==> src/hdl/tsps_pkg.sv <==
// shared types and constants of the three-step phase-shift angle block
// no dependencies
`timescale 1ns / 1ps
`default_nettype none

package tsps_pkg;

    localparam int FRAC_BITS = 16;
    localparam int ATAN_LEN  = 24;

    // sqrt(3) in q1.16
    localparam logic signed [17:0] SQRT3_Q16 = 18'sd113512;

    // half a turn on the 32-bit angle circle
    localparam logic [31:0] HALF_TURN = 32'h8000_0000;

    // atan(2^-i) on a circle of 2^32 units per turn
    localparam logic [31:0] ATAN_TURN32 [ATAN_LEN] = '{
        32'd536870912, 32'd316933406, 32'd167458907, 32'd85004756,
        32'd42667331,  32'd21354465,  32'd10679838,  32'd5340245,
        32'd2670163,   32'd1335087,   32'd667544,    32'd333772,
        32'd166886,    32'd83443,     32'd41722,     32'd20861,
        32'd10430,     32'd5215,      32'd2608,      32'd1304,
        32'd652,       32'd326,       32'd163,       32'd81
    };

    // control travelling with each item down the chain
    typedef struct packed {
        logic valid;
        logic no_mod;
    } t_ctl;

endpackage

`default_nettype wire

==> src/hdl/tsps_round.sv <==
// output register: rounds the 32-bit angle to the result width
// depends on tsps_pkg
`timescale 1ns / 1ps
`default_nettype none

module tsps_round #(
    parameter int ANGLE_BITS = 16
) (
    input  logic                         i_clk,
    input  logic                         i_rst_n,
    input  tsps_pkg::t_ctl               i_ctl,
    output logic                         o_ready,
    input  logic [31:0]                  i_z,
    output logic                         o_valid,
    input  logic                         i_ready,
    output logic signed [ANGLE_BITS-1:0] o_phase_angle,
    output logic                         o_no_modulation
);

    localparam logic [31:0] ROUND_ADD = 32'd1 << (31 - ANGLE_BITS);

    logic                         r_valid;
    logic signed [ANGLE_BITS-1:0] r_phase;
    logic                         r_no_mod;
    logic [31:0]                  w_sum;

    assign o_ready = !r_valid || i_ready;

    // round half up, wraps past +pi to -pi
    assign w_sum = i_z + ROUND_ADD;

    always_ff @(posedge i_clk) begin
        if (!i_rst_n) begin
            r_valid <= 1'b0;
        end else if (o_ready) begin
            r_valid <= i_ctl.valid;
        end
    end

    always_ff @(posedge i_clk) begin
        if (i_ctl.valid && o_ready) begin
            r_phase  <= i_ctl.no_mod ? '0 : $signed(w_sum[31 -: ANGLE_BITS]);
            r_no_mod <= i_ctl.no_mod;
        end
    end

    assign o_valid         = r_valid;
    assign o_phase_angle   = r_phase;
    assign o_no_modulation = r_no_mod;

endmodule

`default_nettype wire

==> config.mk <==
export PLATFORM = sky130hd
export DESIGN_NAME = tsps_round
export DESIGN_NICKNAME = d
export VERILOG_FILES = /design/src/hdl/tsps_pkg.sv /design/src/hdl/tsps_round.sv
export SDC_FILE = /design/constraint.sdc
export NUM_CORES = 1
export LEC_CHECK = 0
export ABC_AREA = 1
export BUFFER_PORTS_ARGS = -buffer_cell sky130_fd_sc_hd__buf_2
export CORE_UTILIZATION = 44
export CTS_CLUSTER_SIZE = 8
export DETAILED_ROUTE_END_ITERATION = 12
export PLACE_DENSITY = 0.79
export SETUP_SLACK_MARGIN = 0.02
export SYNTH_ARGS = -nofsm -noshare
export SYNTH_HDL_FRONTEND = slang
export SYNTH_SLANG_ARGS = --single-unit
==> constraint.sdc <==
create_clock -name i_clk -period 2.1 [get_ports i_clk]
set_input_delay 0.525 -clock i_clk [delete_from_list [all_inputs] [get_ports i_clk]]
set_output_delay 0.525 -clock i_clk [all_outputs]
set_load 0.05 [all_outputs]
==> run_results.csv <==
group,metric,value,unit
pwr,p_int,0.579,mW
clocking,postCtsSetupBuffers,0,
clocking,cts.sinks,18,
layout,drive_gt1_frac,0.297,
yosys,synth_compound_area_frac,0.0962,
clocking,tritoncts,"yes",
floorplan,boundaryPins,56,
route,drc_errors,0,
placed_design,port_buffers,40,
sta,tightest_slew,254,ps
worst_setup_path,ff2ff_path_depth,2,
sta,final_hold_viol_count,0,
pwr,seqPwrFrac,0.506,
layout,nNetsFinal,214,
clocking,cts_resized,0,
worst_setup_path,worst_ep_arrival_time,960,ps
route,vias,938,
yosys,ys_seq_area_frac,0.504,
worst_setup_path,worstPathRequired,1570,ps
grt,antenna_found_initial,0,
yosys,synth_fa_ha_area_frac,0.0119,
sta,fin_tns_setup,0,ps
yosys,synth_xor_area_frac,0.0166,
sta,fin_crit_sh,0.708,
yosys,yosys_warnings,0,
layout,antenna_cells,0,
yosys,synth-simple-area-share,0.293,
sta,rsz0062_at_grt,"no",
worst_hold_path,whs_path_depth,2,
pwr,peakVddDrop,0.000293,V
worst_setup_path,path_max_fanout,2,
clocking,h-tree-depth,1,
grt,grt_max_degree,18,
worst_setup_path,endpoint_kind,"output pin",
yosys,syn_inst,131,
layout,fin_cells,203,
flow_run,max_cap_viol_count,0,
pwr,power_frac_comb,0.247,
placed_design,place_inst,199,
clocking,clkSlewWorstSetupHoldPaths,100,ps
yosys,synth_cell_type_count,21,
outcome,status,"completed",
floorplan,die_w,50.9,um
yosys,synth_top_family_by_area,"simple AND/OR/NAND/NOR gates",
floorplan,die-area,0.00259,mm2
route,postRouteAntennaNets,0,
floorplan,initial_core_util,0.472,
clocking,clockBufferDepth,2,
sta,setup_violations,0,
worst_setup_path,start_kind,"input pin",
grt,grtUsageTotal,0.170,
clocking,cts-root-buf,"clkbuf_4",
pwr,clockPowerShare,0.247,
floorplan,die_h,50.9,um
clocking,cts_buffers,3,
route,wire_per_inst,9.80,um
clocking,cts-hold-fix-buffers,0,
route,drt_pass1_iterations,4,
yosys,synthesis.nets,169,
pwr,power_density,634,mW/mm2
yosys,avgSynthCellArea,8.04,um2
grt,overflow,0,
layout,area_delta_synth_final,25.8,%
sta,period_needed,1490,ps
sta,final-max-slew-violation-count,0,
worst_hold_path,hp-class,"input pin to flip-flop",
yosys,netlist_area,0.00105,mm2
pwr,p_sw,0.261,mW
grt,grt_pass1_vias,812,
route,drt-total-wl,1990,um
pwr,leakage,0.660,nW
pwr,switching_share,0.310,
sta,maxSlewHeadroom,0.830,
sta,max_freq,673,MHz
floorplan,rows,17,
yosys,synthMuxAreaShare,0,
route,drt_iter0_drc,27,
clocking,insertion_delay,280,ps
worst_setup_path,worstSetupPathType,"input pin to output pin",
placed_design,place_congestion,0.822,
yosys,synth-seq-cells,18,
sta,fin_skew,1.49,ps
placed_design,dp_hpwl,1620,um
floorplan,core_area,0.00223,mm2
route,avgViaCountPerCell,4.62,
grt,grt_pass1_wl,3340,um
==> sequential cells by signal (all words and copies together) (netlist names) <==
name             flops
o_no_modulation      1
o_valid              1
o_phase_angle       16
==> per-layer routing <==
layer	global-route usage	share of wire	routed length, um	vias up
li1	-	-	-	510
met1	0.236	0.48	954	396
met2	0.270	0.46	914	28
met3	0.0179	0.046	92	4
met4	0.0694	0.014	27	0
met5	0	0	0	-
==> cell usage after synthesis <==
master | n | area share
o21ai_0 | 3 | 0.014
nand2_2 | 3 | 0.018
a21boi_0 | 1 | 0.0071
xor2_1 | 2 | 0.017
buf_4 | 1 | 0.0071
inv_1 | 20 | 0.071
dfxtp_1 | 1 | 0.019
o21bai_1 | 4 | 0.029
a31oi_1 | 1 | 0.0059
nand2_1 | 32 | 0.11
edfxtp_1 | 17 | 0.48
nor2_4 | 1 | 0.011
nand4_1 | 1 | 0.0059
nor2_1 | 23 | 0.082
nor2_2 | 3 | 0.018
nor3b_1 | 1 | 0.0071
ha_1 | 1 | 0.012
o21a_1 | 1 | 0.0071
nor3_1 | 1 | 0.0047
a21oi_1 | 7 | 0.033
nand3_1 | 7 | 0.033
==> logic make-up (layout without fill, tap and decap cells) <==
kind of cell | after synthesis | count (layout)
compound gates | 17 | 17
xor+xnor | 2 | 2
fa+ha+maj | 1 | 1
buf+inv | 21 | 65
flops | 18 | 18
simple gates | 72 | 72
==> cell type report <==
class	count	area (um2)
inverters	20	75.1
flip-flops and latches	18	531
multi-input cells	92	440
fillers	220	908
well taps	28	35.0
clock buffers	4	36.3
repair buffers	41	208
==> worst max-delay path: stages <==
cell     delay [ps]
buf_2            70
inv_1            40
nand2_1          60
buf_2           260
==> power groups by stage <==
| stage | Combinational [mW] | Sequential [mW] | Clock [mW] |
|---|---|---|---|
| 6_report | 0.208 | 0.424 | 0.207 |
| 5_1_grt | 0.225 | 0.427 | 0.228 |
| 4_1_cts | 0.209 | 0.425 | 0.212 |
| 3_5_place_dp | 0.208 | 0.433 | 0 |
| 3_3_place_gp | 0.205 | 0.433 | 0 |
| 2_1_floorplan | 0.0617 | 0.519 | 0 |
==> through the flow <==
stage	power, mW	worst slack [ps]	utilization	hold WS, ps	cell area, um2
6_report	0.840	613	0.593	478	1330
5_1_grt	0.881	567	0.593	470	1330
4_1_cts	0.845	606	0.593	474	1330
3_5_place_dp	0.642	440	0.577	512	1290
3_3_place_gp	0.637	460	0.577	488	1290
2_1_floorplan	0.580	260	-	624	1050
==> worst paths after layout <==
kind,slack (ps),startpoint,to
max,610,i_ready,o_ready
max reg2reg,1070,o_valid,o_phase_angle[15]
min,480,i_rst_n,o_valid
min reg2reg,520,o_valid,o_valid
==> placed cells by master (no fill, tap or decap), drive strengths merged, types with 2 or more instances in the layout <==
cell    count
nand2      35
inv        20
nor2       27
nand3       7
clkbuf      4
buf        41
a21oi       7
o21ai       3
o21bai      4
edfxtp     17
xor2        2
(Power assumes the default switching activity.)
