===== src/hdl/tsps_pkg.sv =====
// shared types and constants of the three-step phase-shift angle block
// no dependencies
`timescale 1ns / 1ps
`default_nettype none

package tsps_pkg;

    localparam int FRAC_BITS = 16;
    localparam int ATAN_LEN  = 24;

    // sqrt(3) in q1.16
    localparam logic signed [17:0] SQRT3_Q16 = 18'sd113512;

    // half a turn on the 32-bit angle circle
    localparam logic [31:0] HALF_TURN = 32'h8000_0000;

    // atan(2^-i) on a circle of 2^32 units per turn
    localparam logic [31:0] ATAN_TURN32 [ATAN_LEN] = '{
        32'd536870912, 32'd316933406, 32'd167458907, 32'd85004756,
        32'd42667331,  32'd21354465,  32'd10679838,  32'd5340245,
        32'd2670163,   32'd1335087,   32'd667544,    32'd333772,
        32'd166886,    32'd83443,     32'd41722,     32'd20861,
        32'd10430,     32'd5215,      32'd2608,      32'd1304,
        32'd652,       32'd326,       32'd163,       32'd81
    };

    // control travelling with each item down the chain
    typedef struct packed {
        logic valid;
        logic no_mod;
    } t_ctl;

endpackage

`default_nettype wire


===== src/hdl/tsps_cell.sv =====
// one cordic vectoring micro-rotation with its own pipeline register
// depends on tsps_pkg
`timescale 1ns / 1ps
`default_nettype none

module tsps_cell #(
    parameter int DW    = 28,
    parameter int STAGE = 0
) (
    input  logic                 i_clk,
    input  logic                 i_rst_n,
    input  tsps_pkg::t_ctl       i_ctl,
    output logic                 o_ready,
    input  logic signed [DW-1:0] i_x,
    input  logic signed [DW-1:0] i_y,
    input  logic [31:0]          i_z,
    output tsps_pkg::t_ctl       o_ctl,
    input  logic                 i_ready,
    output logic signed [DW-1:0] o_x,
    output logic signed [DW-1:0] o_y,
    output logic [31:0]          o_z
);

    logic                 r_valid;
    logic                 r_no_mod;
    logic signed [DW-1:0] r_x;
    logic signed [DW-1:0] r_y;
    logic [31:0]          r_z;

    logic signed [DW-1:0] w_dx;
    logic signed [DW-1:0] w_dy;
    logic                 w_pos;
    logic signed [DW-1:0] n_x;
    logic signed [DW-1:0] n_y;
    logic [31:0]          n_z;

    assign o_ready = !r_valid || i_ready;

    assign w_dx  = i_y >>> STAGE;
    assign w_dy  = i_x >>> STAGE;
    // zero y counts as positive
    assign w_pos = !i_y[DW-1];

    always_comb begin
        if (w_pos) begin
            n_x = i_x + w_dx;
            n_y = i_y - w_dy;
            n_z = i_z + tsps_pkg::ATAN_TURN32[STAGE];
        end else begin
            n_x = i_x - w_dx;
            n_y = i_y + w_dy;
            n_z = i_z - tsps_pkg::ATAN_TURN32[STAGE];
        end
    end

    always_ff @(posedge i_clk) begin
        if (!i_rst_n) begin
            r_valid <= 1'b0;
        end else if (o_ready) begin
            r_valid <= i_ctl.valid;
        end
    end

    always_ff @(posedge i_clk) begin
        if (i_ctl.valid && o_ready) begin
            r_x      <= n_x;
            r_y      <= n_y;
            r_z      <= n_z;
            r_no_mod <= i_ctl.no_mod;
        end
    end

    assign o_ctl.valid  = r_valid;
    assign o_ctl.no_mod = r_no_mod;
    assign o_x = r_x;
    assign o_y = r_y;
    assign o_z = r_z;

endmodule

`default_nettype wire


===== config.mk =====
export PLATFORM = sky130hd
export DESIGN_NAME = tsps_cell
export DESIGN_NICKNAME = d
export VERILOG_FILES = /design/src/hdl/tsps_pkg.sv /design/src/hdl/tsps_cell.sv
export SDC_FILE = /design/constraint.sdc
export NUM_CORES = 1
export LEC_CHECK = 0
export CORE_ASPECT_RATIO = 1.75
export CORE_MARGIN = 2
export CORE_UTILIZATION = 40
export CTS_CLUSTER_DIAMETER = 40
export DETAILED_ROUTE_END_ITERATION = 8
export DONT_BUFFER_PORTS = 1
export SLEW_MARGIN = 10
export SYNTH_ARGS = -nofsm -noshare
export SYNTH_HDL_FRONTEND = slang
export SYNTH_SLANG_ARGS = --single-unit

===== constraint.sdc =====
create_clock -name i_clk -period 5.6 [get_ports i_clk]
set_input_delay 0.56 -clock i_clk [delete_from_list [all_inputs] [get_ports i_clk]]
set_output_delay 0.56 -clock i_clk [all_outputs]
set_load 0.02 [all_outputs]

==> implementation parameters <==
Parameter                              Value

Outcome
  Outcome    completed

Detailed routing
  Detail-routed via count per cell    5.80
  Drt total wl    roughly 22 mm
  DRT iter0 DRCs    410
  Final ANT Viol Nets    0
  Total number of vias    5,874
  Iteration count of the initial detailed-routing pass    5
  Final routed wire length divided by cell count    22.0 um
  DRC violations left    0

Global route
  Number of global-route vias before repair    6,019
  Maximum number of pins on one net before global-route repair    76
  Total global-route track usage    21.9%
  Initial antenna violation count    0
  Global route total overflow    0
  First-pass GRT wire length    32.6 mm

Min path
  Path type of the worst min-delay path    input port to register

Synth
  Post-synthesis average cell area    a little over 9 um2
  Combined area of all synthesized cells    7390 um2
  Number of library cell types mapped by synthesis    73
  Proportion of synthesized flip-flops having asynchronous set or reset    0%
  Net Count, Synth    973
  Portion of the post-synthesis area used by sequential elements    36.0%
  Cell count after synthesis    795
  Count of flip-flops with a built-in enable after synthesis    approximately 90
  Number of warnings printed during yosys synthesis    0
  Top_reg_cell synth    sky130_fd_sc_hd__edfxtp_1
  Synthesized flop and latch total    89

CTS
  Number of gates given a new drive strength after cts    0
  Source-to-sink clock delay at the later pin of the worst-skew pair    0.34 ns
  Number of sinks handled by clock tree synthesis    between 80 and 90
  Library cell used as clock root buffer    sky130_fd_sc_hd__clkbuf_16
  CTS hold repair buffers    0
  CTS tree    done
  Post-CTS setup buffer count    0
  Buffer depth of the longest clock path    2
  Clock edge transition at the registers on the reported setup and hold paths    0.07 ns
  Maximum level of the CTS H-tree    3
  Number of buffers created by CTS    9

Layout
  # diodes    0
  Most frequent standard cell in the layout excluding fill and tap cells    sky130_fd_sc_hd__a21oi_1
  Area grow syn2layout    5.74%
  Post-layout instance area    ~7800 um2
  Fillcell total    1,828
  Final #Nets    951
  Fraction of layout instances using a drive strength above 1    5.66%
  Top library cells by usage in the layout, fill and taps aside    105 x sky130_fd_sc_hd__a21oi_1, 88 x sky130_fd_sc_hd__edfxtp_1, 85 x sky130_fd_sc_hd__inv_1, 81 x sky130_fd_sc_hd__ha_1, 58 x sky130_fd_sc_hd__nor2_1

Timing
  Final Hold Violating Endpoints    0
  Unrepaired setup endpoints after global routing    false
  Final setup slack of the worst path    ~2.6 ns
  Fmax achieved    0.333 GHz
  Final setup violation count    0
  Share of the cycle needed by the critical path after routing    53.5%
  Max Clock Skew    approximately 0.012 ns
  Rel. slew slack    29.8%
  Total negative setup slack    0 ns
  Post-layout minimum cycle time    3.00 ns
  Slew of the pin with the lowest slew margin    1.05 ns
  Number of pins exceeding their max-slew limit in the final report    0

Place
  Port buffer count    0
  Estimated wirelength of the detail-placed design    17.7 mm
  Last weighted congestion value of the routability-driven placer    0.957
  Pre-CTS setup slack    2.26 ns
  Placement Cell Area    between 7000 and 8000 um2

Floorplan
  Die boundary width    ~110 um
  IO Pins    about 180
  Area inside the core boundary    between 15,000 and 20,000 um2
  Area enclosed by the die boundary    19,600 um2
  Initial Util    about two fifths
  Die Y-Extent    184 um
  Core Rows    65

Power
  Switch Pwr    between 700 and 800 uW
  Standby leakage power    0.00318 uW
  Internal power    roughly 1400 uW
  Register share of total power    44.5%
  Relative contribution of combinational cells to total power    26.9%
  Power per cell area    278 nW/um2
  Switching power as a share of total power    roughly a third
  Clk network pwr share    28.6%
  Maximum resistive drop on vdd    0.151 mV

Critical path
  CP bufs+invs    1
  Data arrival at the endpoint of the critical path    3.10 ns
  Kind of capture point of the worst setup path    register
  Critical path start-end classification    input port to register
  Startpoint types    input port
  Critical path's slowest cell    sky130_fd_sc_hd__o41ai_2
  Cells along the critical path    ha_1 -> inv_1 -> fa_1 -> or2_2 -> a21oi_1 -> a211o_2 -> a211oi_2 -> o41ai_2 -> a41o_1 -> a21boi_1 -> xnor2_1
  CP required    5.70 ns
  Maximum fanout along the worst path    5
  Delay of the slowest critical-path stage    0.49 ns
  Top cell family by delay on the critical path    compound AO/OA/AOI/OAI gates
  Flop2flop setup slack    ~3.4 ns

Job
  MaxCap Viol Count    0
area by class of cell:
type / count / area (um2) / area share (%)
clock inverter: 6 / 72.6 / 0.929
tap: 234 / 293 / 3.75
inverter: 90 / 338 / 4.32
multi-input combinational: 581 / 4200 / 53.8
timing repair buffer: 2 / 15.0 / 0.192
clock buffer: 10 / 229 / 2.93
sequential: 89 / 2660 / 34.1
sequential cells by signal (all words and copies together) (netlist names):
register	flops
o_z	32
o_y	28
o_x	27
r_no_mod	1
r_valid	1
path summary, 6_finish.rpt:
check                           cells past startpoint                    to            startpoint
worst min register to register                      2  r_valid$_SDFFE_PN0N_  r_valid$_SDFFE_PN0N_
worst max register to register                      3     o_z[29]$_DFFE_PP_  r_valid$_SDFFE_PN0N_
worst min-delay path                                0      o_z[1]$_DFFE_PP_                i_z[1]
worst max-delay path                               11     o_x[24]$_DFFE_PP_                i_x[0]
logic make-up after synthesis:
| kind of cell | count (synthesis) | share of synthesized area [%] |
|---|---|---|
| DFF | 89 | 36.0 |
| buffers and inverters | 125 | 7.11 |
| AOI/OAI and AO/OA | 267 | 23.5 |
| adders and majority gates | 85 | 14.8 |
| muxes | 13 | 1.76 |
| and+or+nand+nor | 162 | 10.3 |
| xor gates and xnor gates | 54 | 6.40 |
power by group through the flow:
stage | clock network [uW] | registers, uW | logic, uW
after global placement | 0 | 985 | 573
after global routing | 656 | 975 | 634
after detailed placement | 0 | 986 | 574
final | 621 | 968 | 585
after CTS | 637 | 971 | 577
after floorplan | 0 | 964 | 442
synthesized netlist by cell type, drive strengths merged, types with 4 or more instances:
cell / n / area, um2
a21oi: 107 / 543
edfxtp: 88 / 2640
inv: 87 / 327
ha: 81 / 1010
nor2: 59 / 224
xnor2: 51 / 447
o21ai: 49 / 245
nand2: 37 / 139
buf: 24 / 143
nor3: 15 / 75.1
a21o: 14 / 105
o21bai: 14 / 105
mux2i: 13 / 130
o31ai: 13 / 103
clkbuf: 11 / 45.1
nand2b: 10 / 62.6
nand4: 8 / 50.1
o211ai: 8 / 70.1
o21a: 8 / 60.1
a211oi: 7 / 57.6
a31oi: 7 / 58.8
nand3: 7 / 40.0
a21boi: 5 / 37.5
and3: 5 / 31.3
nor4: 5 / 31.3
and2: 4 / 25.0
fa: 4 / 80.1
or2: 4 / 25.0
worst reg2reg max path, delay by kind of cell (launching register included):
family        cells  cell delay [ns]
buf+inv           1             0.69
simple gates      2             0.78
flops             1             0.37
metrics by stage:
stage / hold slack (ns) / total power, uW / cells / utilization, %
after global placement: 0.659 / 1560 / 996 / 41.6
after global routing: 0.295 / 2270 / 1012 / 43.3
after floorplan: 0.653 / 1410 / 795 / -
final: 0.310 / 2170 / 1012 / 43.3
after detailed placement: 0.659 / 1560 / 996 / 41.6
after CTS: 0.295 / 2190 / 1012 / 43.3
routing by layer:
metal  vias up  GRT usage [%]  part of all wire [%]
met2       247           42.9                    55
met3        73           3.69                   4.9
met4         0           13.8                   5.9
met1      2771           20.5                    34
li1       2783              -                     -
met5         -              0                     0
Power figures use the tool's default switching activity.
