--- config.mk ---
export PLATFORM = sky130hd
export DESIGN_NAME = tsps_prep
export DESIGN_NICKNAME = d
export VERILOG_FILES = /design/src/hdl/tsps_pkg.sv /design/src/hdl/tsps_prep.sv
export SDC_FILE = /design/constraint.sdc
export NUM_CORES = 1
export LEC_CHECK = 0
export BUFFER_PORTS_ARGS = -buffer_cell sky130_fd_sc_hd__buf_2
export CORE_ASPECT_RATIO = 1.25
export CORE_MARGIN = 2
export CORE_UTILIZATION = 52
export DETAILED_ROUTE_END_ITERATION = 6
export GPL_ROUTABILITY_DRIVEN = 0
export GPL_TIMING_DRIVEN = 0
export PLACE_DENSITY = 0.79
export SYNTH_ARGS = -nofsm -noshare
export SYNTH_HDL_FRONTEND = slang
export SYNTH_SLANG_ARGS = --single-unit
--- constraint.sdc ---
create_clock -name i_clk -period 4.3 [get_ports i_clk]
set_input_delay 0.43 -clock i_clk [delete_from_list [all_inputs] [get_ports i_clk]]
set_output_delay 0.43 -clock i_clk [all_outputs]
set_load 0.02 [all_outputs]
--- src/hdl/tsps_pkg.sv ---
// shared types and constants of the three-step phase-shift angle block
// no dependencies
`timescale 1ns / 1ps
`default_nettype none

package tsps_pkg;

    localparam int FRAC_BITS = 16;
    localparam int ATAN_LEN  = 24;

    // sqrt(3) in q1.16
    localparam logic signed [17:0] SQRT3_Q16 = 18'sd113512;

    // half a turn on the 32-bit angle circle
    localparam logic [31:0] HALF_TURN = 32'h8000_0000;

    // atan(2^-i) on a circle of 2^32 units per turn
    localparam logic [31:0] ATAN_TURN32 [ATAN_LEN] = '{
        32'd536870912, 32'd316933406, 32'd167458907, 32'd85004756,
        32'd42667331,  32'd21354465,  32'd10679838,  32'd5340245,
        32'd2670163,   32'd1335087,   32'd667544,    32'd333772,
        32'd166886,    32'd83443,     32'd41722,     32'd20861,
        32'd10430,     32'd5215,      32'd2608,      32'd1304,
        32'd652,       32'd326,       32'd163,       32'd81
    };

    // control travelling with each item down the chain
    typedef struct packed {
        logic valid;
        logic no_mod;
    } t_ctl;

endpackage

`default_nettype wire

--- src/hdl/tsps_prep.sv ---
// front end: differences, half-turn pre-rotation and sqrt3 scaling
// depends on tsps_pkg
`timescale 1ns / 1ps
`default_nettype none

module tsps_prep #(
    parameter int SAMPLE_BITS = 8,
    parameter int DW          = 28
) (
    input  logic                    i_clk,
    input  logic                    i_rst_n,
    input  logic                    i_valid,
    output logic                    o_ready,
    input  logic [SAMPLE_BITS-1:0]  i_a,
    input  logic [SAMPLE_BITS-1:0]  i_b,
    input  logic [SAMPLE_BITS-1:0]  i_c,
    output tsps_pkg::t_ctl          o_ctl,
    input  logic                    i_ready,
    output logic signed [DW-1:0]    o_x,
    output logic signed [DW-1:0]    o_y,
    output logic [31:0]             o_z
);

    localparam int SB = SAMPLE_BITS;

    logic signed [SB:0]   w_da;
    logic signed [SB+1:0] w_dx;
    logic                 w_neg;
    logic                 w_rdy1;
    logic                 w_rdy2;

    logic                 r1_valid;
    logic signed [SB:0]   r1_d1;
    logic signed [SB+1:0] r1_d2;
    logic                 r1_zero;
    logic                 r1_neg;

    logic                 r2_valid;
    logic                 r2_zero;
    logic signed [DW-1:0] r2_x;
    logic signed [DW-1:0] r2_y;
    logic [31:0]          r2_z;

    logic signed [DW-1:0] n2_x;
    logic signed [DW-1:0] n2_y;

    assign w_rdy2 = !r2_valid || i_ready;
    assign w_rdy1 = !r1_valid || w_rdy2;
    assign o_ready = w_rdy1;

    // a - c and 2b - a - c
    assign w_da  = $signed({1'b0, i_a}) - $signed({1'b0, i_c});
    assign w_dx  = $signed({1'b0, i_b, 1'b0}) - $signed({2'b00, i_a})
                 - $signed({2'b00, i_c});
    assign w_neg = w_dx[SB+1];

    always_ff @(posedge i_clk) begin
        if (!i_rst_n) begin
            r1_valid <= 1'b0;
        end else if (w_rdy1) begin
            r1_valid <= i_valid;
        end
    end

    // turn by pi when the denominator is negative
    always_ff @(posedge i_clk) begin
        if (i_valid && w_rdy1) begin
            r1_d1   <= w_neg ? -w_da : w_da;
            r1_d2   <= w_neg ? -w_dx : w_dx;
            r1_zero <= (w_da == '0) && (w_dx == '0);
            r1_neg  <= w_neg;
        end
    end

    assign n2_y = DW'(r1_d1) * DW'(tsps_pkg::SQRT3_Q16);
    assign n2_x = DW'(r1_d2) <<< tsps_pkg::FRAC_BITS;

    always_ff @(posedge i_clk) begin
        if (!i_rst_n) begin
            r2_valid <= 1'b0;
        end else if (w_rdy2) begin
            r2_valid <= r1_valid;
        end
    end

    always_ff @(posedge i_clk) begin
        if (r1_valid && w_rdy2) begin
            r2_x    <= n2_x;
            r2_y    <= n2_y;
            r2_z    <= r1_neg ? tsps_pkg::HALF_TURN : '0;
            r2_zero <= r1_zero;
        end
    end

    assign o_ctl.valid  = r2_valid;
    assign o_ctl.no_mod = r2_zero;
    assign o_x = r2_x;
    assign o_y = r2_y;
    assign o_z = r2_z;

endmodule

`default_nettype wire

==> metrics.yaml <==
worst_setup_path:
  crit_path_frequent_cell: "sky130_fd_sc_hd__fa_1"
  timing.critical_path.arrival_ps: 4620
  worst_ep_required_time_ps: 4370
  crit_path_cell_trace: "fa_2, fa_1, fa_1, fa_1, ha_1, ha_1, nand2_1, o21ai_1, or3_1, o22ai_4, mux2i_1, o311ai_1"
  cp_slowest_stage_delay_ps: 600
  critical-path-slowest-cell: "sky130_fd_sc_hd__fa_1"
  start_kind: "register"
  path_max_fanout: 4
  timing.setup.critical_path_class: "reg2reg"
  kind_of_end_point_of_the_critical_path: "register"
detailed_routing:
  routed_wirelength_um: 13670
  detail_route.drc_violations: 0
  drt_first_iter_violations: 169
  post_drt_wl_per_cell_um: 15.19
  detailroute.via_count: 4509
  vias_per_cell: 5.010
  drtPass1Iterations: 5
  detail-route-antenna-nets: 0
timing:
  post-route-min-period_ps: 4545
  worst_pin_slew_ps: 947.7
  final_skew_ps: 6.679
  report.final.slew_viol_count: 0
  fmax_ghz: 0.2200
  timing.final.crit_share_pct: 105.7
  grt_setup_unrepaired: "yes"
  timing.final.ws_setup_ps: -245.3
  final_number_of_setup_violating_endpoints: 10
  final_hold_violation_count: 0
  maxSlewHeadroom_pct: 36.82
cells_and_area:
  drive_above_1_share_pct: 33.83
  layout.nets: 902
  postLayoutCoreUtil_pct: 68.40
  instances_no_fill: 900
  area.growth.synth_to_final_pct: 28.65
  insertedDiodeCount: 0
  filler_cell_count: 806
  finish.instance_area_um2: 7945
global_routing:
  number_of_global_route_vias_before_repair: 4657
  grt.met1_usage_pct: 24.31
  grt_antenna_before_repair: 0
  grt_pass1_wl_um: 21820
  use_met3_pct: 3.441
  use_met2_pct: 39.62
  grt_most_used_layer: "met2"
  maximum_number_of_pins_on_one_net_before_global_route_repair: 37
  grt_remaining_overflow: 0
  grt_usage_pct: 21.87
cts:
  clock_tree.buffer_depth: 2
  clock_tree.htree_level_count: 3
  clock_insertion_delay_worst_skew_ps: 340
  numCtsBuffers: 9
  path_clk_slew_ps: 60
  cts_sinks: 59
  clk_root_buffer_cell: "sky130_fd_sc_hd__clkbuf_16"
  post_cts_hold_buffer_count: 0
  tritoncts_clock_tree: "done"
min_path:
  hold_path_class: "in2reg"
synth:
  ys_top_cells_by_count: "sky130_fd_sc_hd__inv_1 (96), sky130_fd_sc_hd__ha_1 (89), sky130_fd_sc_hd__edfxtp_1 (57)"
  synth_warnings: 0
  synth_enable_flop_cells: 57
  synth.top_cells.by_area: "sky130_fd_sc_hd__edfxtp_1 (28%), sky130_fd_sc_hd__ha_1 (18%), sky130_fd_sc_hd__fa_1 (17%), sky130_fd_sc_hd__buf_4 (6.8%), sky130_fd_sc_hd__inv_1 (5.8%)"
  netlist.area_leader.share_pct: 27.71
  yosysMostFrequentCell: "sky130_fd_sc_hd__inv_1"
  postSynthRegisterBits: 59
  yosysUniqueCellTypes: 57
  post-synth-top-area-cell: "sky130_fd_sc_hd__edfxtp_1"
  avgSynthCellArea_um2: 10.80
  postSynth.topFlopCell: "sky130_fd_sc_hd__edfxtp_1"
  synth_area_um2: 6176
  yosysSeqAreaShare_pct: 28.36
  asyncSetResetFlopFracSynth_pct: 0
  syn-instance-count: 572
die:
  die_w_um: 101.5
  placementRows: 44
  start_util_pct: 53.17
  design.core.area_um2: 11620
  die_span_in_y_um: 125.8
  design.die.area_um2: 12770
  num_io_pins: 119
status:
  failed_checks: "setup timing"
  status: "complete, but fails checks"
place:
  port-buffer-count: 68
  dp_hpwl_um: 9564
  worst_setup_timing_slack_at_the_placement_stage_ps: -441.7
  placed_cells_incl_taps: 851
  dpl-instance-area_um2: 7049
job:
  maxCapViolations: 0
[state kept, by name (all words and copies together), names as in the netlist]
signal,count
o_y,24
o_x,10
r1_d2,10
r1_d1,9
o_z,1
r1_neg,1
r1_valid,1
r1_zero,1
r2_valid,1
r2_zero,1
[timing repair]
item,in CTS,in global routing
pin swaps,30,17
endpoints found under the setup margin,12,13
buffers inserted,28,7
gates resized for setup,51,16
[kinds of logic after synthesis]
kind of cell,share of synthesized area (%)
and+or+nand+nor,7.638
adders and majority gates,34.56
muxes,0.4862
buffers and inverters,12.95
other,0.06072
DFF,28.36
xor gates and xnor gates,5.247
AOI/OAI and AO/OA,10.70
[layout make-up]
cell class | instances | area (um^2) | area share (%)
timing repair buffer | 102 | 630.6 | 7.937
inverter | 97 | 364.1 | 4.583
clock buffer | 9 | 225.2 | 2.835
clock inverter | 7 | 81.33 | 1.024
sequential | 59 | 1752 | 22.05
tap | 161 | 201.4 | 2.535
multi-input combinational | 407 | 4255 | 53.56
buffer | 58 | 435.4 | 5.480
[metrics by stage]
| stage | hold slack [ps] | setup TNS [ps] |
|---|---|---|
| global placement | 404.2 | -2609 |
| finish | 301.0 | -1279 |
| global route | 304.9 | -2918 |
| detailed placement | 406.3 | -3554 |
| floorplan | 400.3 | -41.76 |
| CTS | 295.1 | -1160 |
[worst max-delay path, delay by kind of cell, from the launching register on]
kind | cells | cell delay [ps]
adder cells (fa/ha/maj) | 6 | 2670
AND/OR/NAND/NOR | 2 | 510
AO/OA/AOI/OAI | 3 | 450
flip-flops | 1 | 430
multiplexers | 1 | 220
[cell usage in the layout (no fill, tap or decap), types with 14 or more instances in the layout]
cell                        n
sky130_fd_sc_hd__inv_1     89
sky130_fd_sc_hd__buf_4     83
sky130_fd_sc_hd__buf_2     68
sky130_fd_sc_hd__ha_1      66
sky130_fd_sc_hd__edfxtp_1  57
sky130_fd_sc_hd__conb_1    50
sky130_fd_sc_hd__fa_1      46
sky130_fd_sc_hd__nor2_1    25
sky130_fd_sc_hd__xnor2_1   21
sky130_fd_sc_hd__ha_4      20
sky130_fd_sc_hd__a21oi_1   18
sky130_fd_sc_hd__xor2_1    15
sky130_fd_sc_hd__nand2_1   14
[metal layers]
| metal | part of all wire, % | routed length (um) |
|---|---|---|
| met1 | 38 | 5129 |
| met2 | 54 | 7387 |
| met3 | 4.1 | 564 |
| met4 | 4.3 | 586 |
| met5 | 0 | 0 |
[final timing paths]
path                                from        to  slack [ps]  cells after the start
worst max-delay path            r1_d1[8]   o_y[24]        -250                     12
worst min-delay path             i_rst_n  r2_valid         300                      2
worst max register to register  r1_d1[8]   o_y[24]        -250                     12
worst min register to register  r1_d2[5]   o_x[21]         420                      0
Power is left out: the tool's default activity adds up to more than one toggle a clock period on the data nets, which glitch-free logic cannot reach.
